### src/hw/rtl/ahr_pkg.sv
// Shared types and constants for the accelerating hold-repeat block.
// No dependencies; every other file imports this package.
package ahr_pkg;

  localparam int TIME_W = 32;
  localparam int REG_W  = 16;
  localparam int IDX_W  = 3;

  typedef logic [TIME_W-1:0] time_t;
  typedef logic [REG_W-1:0]  reg_val_t;
  typedef logic signed [1:0] dir_t;

  typedef enum logic [IDX_W-1:0] {
    REG_INITIAL_DELAY = 3'd0,
    REG_MID_TIER_AFTER = 3'd1,
    REG_FAST_TIER_AFTER = 3'd2,
    REG_SLOW_INTERVAL = 3'd3,
    REG_MID_INTERVAL = 3'd4,
    REG_FAST_INTERVAL = 3'd5
  } reg_idx_t;

  typedef struct packed {
    reg_val_t initial_delay_ms;
    reg_val_t mid_tier_after_ms;
    reg_val_t fast_tier_after_ms;
    reg_val_t slow_interval_ms;
    reg_val_t mid_interval_ms;
    reg_val_t fast_interval_ms;
  } cfg_t;

  localparam reg_val_t RST_INITIAL_DELAY   = 16'd500;
  localparam reg_val_t RST_MID_TIER_AFTER  = 16'd1200;
  localparam reg_val_t RST_FAST_TIER_AFTER = 16'd2500;
  localparam reg_val_t RST_SLOW_INTERVAL   = 16'd120;
  localparam reg_val_t RST_MID_INTERVAL    = 16'd60;
  localparam reg_val_t RST_FAST_INTERVAL   = 16'd25;

  localparam dir_t DIR_NONE = 2'sd0;

endpackage

### src/hw/rtl/ahr_if.sv
// Valid/ready channel interfaces for input items and fire results.
// Depends on ahr_pkg for payload types.
interface ahr_item_if import ahr_pkg::*; ();
  logic  valid;
  logic  ready;
  dir_t  direction;
  time_t now_ms;

  modport source (output valid, output direction, output now_ms, input ready);
  modport sink (input valid, input direction, input now_ms, output ready);
endinterface

interface ahr_result_if;
  logic valid;
  logic ready;
  logic fire;

  modport source (output valid, output fire, input ready);
  modport sink (input valid, input fire, output ready);
endinterface

### src/hw/rtl/accelerating_hold_repeat.sv
// Accelerating hold-repeat: typematic auto-repeat with three rate tiers.
// Each accepted item passes the input register and then the result register.
// Throughput: one item per cycle while result.ready is high; the input register, decision
// logic and result register form one pass; state updates in the same cycle as the decision.
// Reset clears the pipeline and held state and loads the default timing registers.
module accelerating_hold_repeat
  import ahr_pkg::*;
(
  input  logic               clk,
  input  logic               rst,
  ahr_item_if.sink           item,
  ahr_result_if.source       result,
  input  logic               cfg_write,
  input  logic [IDX_W-1:0]   cfg_index,
  input  reg_val_t           cfg_data
);

  cfg_t  cfg;
  logic  in_valid;
  dir_t  in_dir;
  time_t in_now;
  logic  out_valid;
  logic  out_fire;
  logic  core_fire;
  logic  advance;

  ahr_cfg_regs u_cfg (
    .clk       (clk),
    .rst       (rst),
    .cfg_write (cfg_write),
    .cfg_index (cfg_index),
    .cfg_data  (cfg_data),
    .cfg       (cfg)
  );

  ahr_core u_core (
    .clk       (clk),
    .rst       (rst),
    .step      (advance),
    .direction (in_dir),
    .now_ms    (in_now),
    .cfg       (cfg),
    .fire      (core_fire)
  );

  assign advance    = in_valid && (!out_valid || result.ready);
  assign item.ready = !in_valid || advance;

  always_ff @(posedge clk) begin
    if (rst) begin
      in_valid <= 1'b0;
    end else if (item.ready) begin
      in_valid <= item.valid;
    end
  end

  always_ff @(posedge clk) begin
    if (item.ready && item.valid) begin
      in_dir <= item.direction;
      in_now <= item.now_ms;
    end
  end

  always_ff @(posedge clk) begin
    if (rst) begin
      out_valid <= 1'b0;
    end else if (advance) begin
      out_valid <= 1'b1;
    end else if (result.ready) begin
      out_valid <= 1'b0;
    end
  end

  always_ff @(posedge clk) begin
    if (advance) begin
      out_fire <= core_fire;
    end
  end

  assign result.valid = out_valid;
  assign result.fire  = out_fire;

endmodule

### src/hw/rtl/ahr_cfg_regs.sv
// Configuration register file for the hold-repeat timing.
// Depends on ahr_pkg for the register index codes and cfg_t.
module ahr_cfg_regs
  import ahr_pkg::*;
(
  input  logic             clk,
  input  logic             rst,
  input  logic             cfg_write,
  input  logic [IDX_W-1:0] cfg_index,
  input  reg_val_t         cfg_data,
  output cfg_t             cfg
);

  always_ff @(posedge clk) begin
    if (rst) begin
      cfg.initial_delay_ms   <= RST_INITIAL_DELAY;
      cfg.mid_tier_after_ms  <= RST_MID_TIER_AFTER;
      cfg.fast_tier_after_ms <= RST_FAST_TIER_AFTER;
      cfg.slow_interval_ms   <= RST_SLOW_INTERVAL;
      cfg.mid_interval_ms    <= RST_MID_INTERVAL;
      cfg.fast_interval_ms   <= RST_FAST_INTERVAL;
    end else if (cfg_write) begin
      case (reg_idx_t'(cfg_index))
        REG_INITIAL_DELAY:   cfg.initial_delay_ms   <= cfg_data;
        REG_MID_TIER_AFTER:  cfg.mid_tier_after_ms  <= cfg_data;
        REG_FAST_TIER_AFTER: cfg.fast_tier_after_ms <= cfg_data;
        REG_SLOW_INTERVAL:   cfg.slow_interval_ms   <= cfg_data;
        REG_MID_INTERVAL:    cfg.mid_interval_ms    <= cfg_data;
        REG_FAST_INTERVAL:   cfg.fast_interval_ms   <= cfg_data;
        default: ;
      endcase
    end
  end

endmodule

### src/hw/rtl/ahr_core.sv
// Hold-repeat decision logic and its state: held direction, hold start, last fire.
// Depends on ahr_pkg for cfg_t and the time and direction types.
module ahr_core
  import ahr_pkg::*;
(
  input  logic  clk,
  input  logic  rst,
  input  logic  step,
  input  dir_t  direction,
  input  time_t now_ms,
  input  cfg_t  cfg,
  output logic  fire
);

  dir_t  held_dir;
  dir_t  held_dir_next;
  time_t hold_start;
  time_t hold_start_next;
  time_t last_fire;
  time_t last_fire_next;

  time_t    held;
  time_t    since;
  reg_val_t interval;
  logic     past_delay;
  logic     due;

  always_comb begin
    held  = now_ms - hold_start;
    since = now_ms - last_fire;
    past_delay = held > time_t'(cfg.initial_delay_ms);
    if (held > time_t'(cfg.fast_tier_after_ms)) begin
      interval = cfg.fast_interval_ms;
    end else if (held > time_t'(cfg.mid_tier_after_ms)) begin
      interval = cfg.mid_interval_ms;
    end else begin
      interval = cfg.slow_interval_ms;
    end
    due = since >= time_t'(interval);

    held_dir_next   = held_dir;
    hold_start_next = hold_start;
    last_fire_next  = last_fire;
    fire            = 1'b0;
    if (direction == DIR_NONE) begin
      held_dir_next = DIR_NONE;
    end else if (direction != held_dir) begin
      held_dir_next   = direction;
      hold_start_next = now_ms;
      last_fire_next  = now_ms;
      fire            = 1'b1;
    end else if (past_delay && due) begin
      last_fire_next = now_ms;
      fire           = 1'b1;
    end
  end

  always_ff @(posedge clk) begin
    if (rst) begin
      held_dir   <= DIR_NONE;
      hold_start <= '0;
      last_fire  <= '0;
    end else if (step) begin
      held_dir   <= held_dir_next;
      hold_start <= hold_start_next;
      last_fire  <= last_fire_next;
    end
  end

endmodule

### src/flat_wrapper.sv
// flat-port wrapper written by rule: the top's interface ports become plain ports
module accelerating_hold_repeat_flat import ahr_pkg::*;
  (clk, rst, cfg_write, cfg_index, cfg_data, item_valid, item_direction, item_now_ms, item_ready, result_valid, result_fire, result_ready);
  ahr_item_if item_i ();
  ahr_result_if result_i ();
  input  logic clk;
  input  logic rst;
  input  logic cfg_write;
  input  logic [IDX_W-1:0] cfg_index;
  input  reg_val_t cfg_data;
  input wire logic [$bits(item_i.valid)-1:0] item_valid;
  input wire logic [$bits(item_i.direction)-1:0] item_direction;
  input wire logic [$bits(item_i.now_ms)-1:0] item_now_ms;
  output wire logic [$bits(item_i.ready)-1:0] item_ready;
  output wire logic [$bits(result_i.valid)-1:0] result_valid;
  output wire logic [$bits(result_i.fire)-1:0] result_fire;
  input wire logic [$bits(result_i.ready)-1:0] result_ready;
  assign item_i.valid = item_valid;
  assign item_i.direction = item_direction;
  assign item_i.now_ms = item_now_ms;
  assign item_ready = item_i.ready;
  assign result_valid = result_i.valid;
  assign result_fire = result_i.fire;
  assign result_i.ready = result_ready;
  accelerating_hold_repeat u_core (.clk(clk), .rst(rst), .item(item_i), .result(result_i), .cfg_write(cfg_write), .cfg_index(cfg_index), .cfg_data(cfg_data));
endmodule
### config.mk
export PLATFORM = sky130hd
export DESIGN_NAME = accelerating_hold_repeat_flat
export DESIGN_NICKNAME = d
export VERILOG_FILES = /design/src/hw/rtl/ahr_pkg.sv /design/src/hw/rtl/ahr_if.sv /design/src/hw/rtl/accelerating_hold_repeat.sv /design/src/hw/rtl/ahr_cfg_regs.sv /design/src/hw/rtl/ahr_core.sv /design/src/flat_wrapper.sv
export SDC_FILE = /design/constraint.sdc
export NUM_CORES = 1
export LEC_CHECK = 0
export ABC_AREA = 1
export BUFFER_PORTS_ARGS = -buffer_cell sky130_fd_sc_hd__buf_2
export CAP_MARGIN = 20
export CORE_MARGIN = 2
export CORE_UTILIZATION = 28
export DETAILED_ROUTE_END_ITERATION = 10
export MAX_ROUTING_LAYER = met4
export SYNTH_ARGS = -nofsm -noshare
export SYNTH_HDL_FRONTEND = slang
export SYNTH_SLANG_ARGS = --single-unit
### constraint.sdc
create_clock -name clk -period 4.69 [get_ports clk]
set_input_delay 0.469 -clock clk [delete_from_list [all_inputs] [get_ports clk]]
set_output_delay 0.469 -clock clk [all_outputs]
set_load 0.01 [all_outputs]
==> metrics.txt <==
status=finished with violations; failing checks=negative setup slack; Final Max Slew Viols=0; Max-Cap Viols=0; Synth cell types=43; power density of the placed cells=293 mW/mm²; Hold WS=0.190 ns; period utilisation layout=113%; routability cong.=0.900; CP max stage cell=edfxtp_1; fillers=5291; DIE AREA=0.0521 mm²; Top FF cell, synth=dfxtp_1; highest routing layer actually used=met4; htree depth=4; Syn Area/Cell=6.42 µm²; Die X=228 µm; CP endpoint kind=flip-flop; final instance area=0.0187 mm²; nets=2634; Starting Density=28.2%; Max IR drop VDD=0.000249 V; WL/cell=13.9 µm; CTS tree=built; CP Class=flip-flop to flip-flop; Post-Syn Area=0.0141 mm²; Area Overhead vs Synth=32.6%; Sequential Area=0.00433 mm²; # rows=82; I/O Pins=61; Worst-Margin Slew=1.01 ns; Worst Path Required=5.03 ns; grt ovf=0; CP max FO=5; # hold bufs at CTS=0; Met2 Wirelength=20900 µm; ys async rst share=0%; routed wl met3=1430 µm; endpoints failing setup=33; first-pass GRT wire length=68400 µm; final wirelength=43400 µm; TritonCTS buffer count=17; CP max stage delay=0.48 ns; fin crit period=5.32 ns; area of the multi-input gates=0.00894 mm²; Skew-Pair Late Insertion Delay=0.46 ns; CTS max path bufs=2; RSZ-0062 raised after global routing=true; drt via density=4.44; P_leak=9.43 nW; Final ANT Viol Nets=0; HPWL Detailed=32700 µm; syn_nets=2380; clock skew=0.0177 ns; layout cells sized above 1=22.9%; largest net degree at the start of global routing=92; register bit total from synthesis=199; initial antenna violation count=0; CP startpoint kind=flip-flop; Hold Violations, Final=0; CTS clk-pin slew, worst paths=0.08 ns; Placed Area=0.0165 mm²; antenna diode count=0; FMAX=188 MHz; HP Class=input pin to flip-flop; # DRC=0; Die Y=228 µm; via count=13900; setup ws final=-0.631 ns; DRT met1 WL=20000 µm; DR iter-0 viols=976; synth warn=0; GRT Overall Usage=16.8%; vias in the first global route=13200; Cells after Synth=2194; IO buf count=60; root buf cell=clkbuf_16; Pre-Repair DR Iteration Count=5; TritonCTS Sinks=199; sequential cell area fraction in the yosys report=30.8%; endpoint arrival time on the critical path=5.66 ns; Post-synth EDFFs=35; placeable core area=0.0499 mm²; Max-slew headroom=32.2%
-- timing repair --
item | in CTS | in global routing
gates cloned | 5 | 2
endpoints found under the setup margin | 33 | 33
endpoints found under the hold margin | 0 | 0
pin swaps | 23 | 69
resized for setup | 139 | 135
setup buffers | 18 | 19
-- routing by layer --
| layer | track usage [%] | vias to the layer above |
|---|---|---|
| met4 | 5.41 | 0 |
| met2 | 28.4 | 226 |
| met3 | 1.98 | 66 |
| met1 | 20.9 | 6267 |
| met5 | - | - |
| li1 | - | 7364 |
-- state kept, by name (all words and copies together) (netlist names) --
signal	cells
u_core.u_core.held_dir	2
u_core.in_now	32
u_core.result.valid	1
u_core.u_cfg.cfg	96
u_core.result.fire	1
u_core.u_core.hold_start	32
u_core.in_dir	2
u_core.u_core.last_fire	32
u_core.in_valid	1
-- area by class of cell --
| type | instances | share of cell area, % |
|---|---|---|
| Clock buffer | 18 | 2.30 |
| Clock inverter | 14 | 0.924 |
| Inverter | 439 | 8.90 |
| Multi-Input combinational cell | 1503 | 47.8 |
| Sequential cell | 199 | 23.2 |
| Tap cell | 672 | 4.50 |
| Timing Repair Buffer | 288 | 12.3 |
-- through the flow --
| stage | total power [mW] | TNS [ns] | instances | setup WS, ns | utilization (%) |
|---|---|---|---|---|---|
| after floorplan | 2.98 | 0 | 2194 | 0.0414 | - |
| after global placement | 3.64 | -22.65 | 3062 | -0.719 | 33.0 |
| after detailed placement | 3.65 | -25.33 | 3062 | -0.793 | 33.0 |
| after CTS | 5.33 | -13.42 | 3115 | -0.450 | 36.1 |
| after global routing | 5.81 | -29.40 | 3133 | -0.937 | 37.5 |
| final | 5.47 | -19.46 | 3133 | -0.631 | 37.5 |
-- synth_stat cells, types with 16 or more instances --
library cell,n,share of area (%)
nand2_1,641,17
nand3_1,68,2.4
nand4_1,46,2.0
dfxtp_1,164,23
o21ai_0,108,3.8
xor2_1,29,1.8
o211ai_1,16,0.85
inv_1,403,11
ha_1,126,11
clkbuf_1,40,1.1
a21oi_1,154,5.5
nor2_1,207,5.5
edfxtp_1,35,7.5
clkinv_1,25,0.67
-- cell families (layout without fill, tap and decap cells) --
kind of cell	after synthesis	count (layout)	share of synthesized area (%)
DFF	199	199	30.8
xor gates and xnor gates	32	32	1.99
AOI/OAI and AO/OA	314	314	12.1
adders and majority gates	128	128	11.5
and+or+nand+nor	1029	1029	30.2
buffers and inverters	492	759	13.5
-- cell usage in the layout, fill, tap and decap left out, types with 7 or more instances in the layout --
cell type	instances
nand2_1	574
inv_1	389
buf_4	197
nor2_1	193
dfxtp_1	164
a21oi_1	136
o21ai_0	108
ha_1	102
buf_2	60
nand3_1	57
nand2_2	48
nand4_1	46
nand2_4	36
edfxtp_1	35
inv_2	32
ha_4	24
xor2_1	21
clkbuf_16	19
a21oi_2	17
o211ai_1	16
buf_6	16
or2_2	13
nor2_2	12
clkinv_1	9
nand3b_1	8
a21boi_2	8
nor3_1	8
nor2_4	7
xor2_2	7
clkinv_2	7
buf_12	7
-- critical path, delay by kind of cell (launching register included) --
kind	cells	cell delay, ns
fa+ha+maj	3	0.87
xor+xnor	1	0.17
compound gates	4	0.58
buf+inv	8	0.83
simple gates	23	2.25
flops	1	0.48
-- worst paths after layout --
path	start	to	slack, ns	cells after the start
worst max-delay path	u_core.in_now[10]	u_core.u_core.last_fire[17]	-0.63	39
worst min-delay path	item_direction[1]	u_core.in_dir[1]	0.19	1
worst max register to register	u_core.in_now[10]	u_core.u_core.last_fire[17]	-0.63	39
worst min register to register	u_core.u_cfg.cfg[31]	u_core.u_cfg.cfg[31]	0.45	2
-- where the power goes --
group          total (mW)  switching [mW]  leakage, nW  internal [mW]
clock network        1.54           0.766        0.296          0.770
registers            1.86          0.0375         1.68           1.83
logic                2.08            1.19         7.46          0.882
total                5.47            2.00         9.43           3.48
Power figures use the tool's default switching activity.
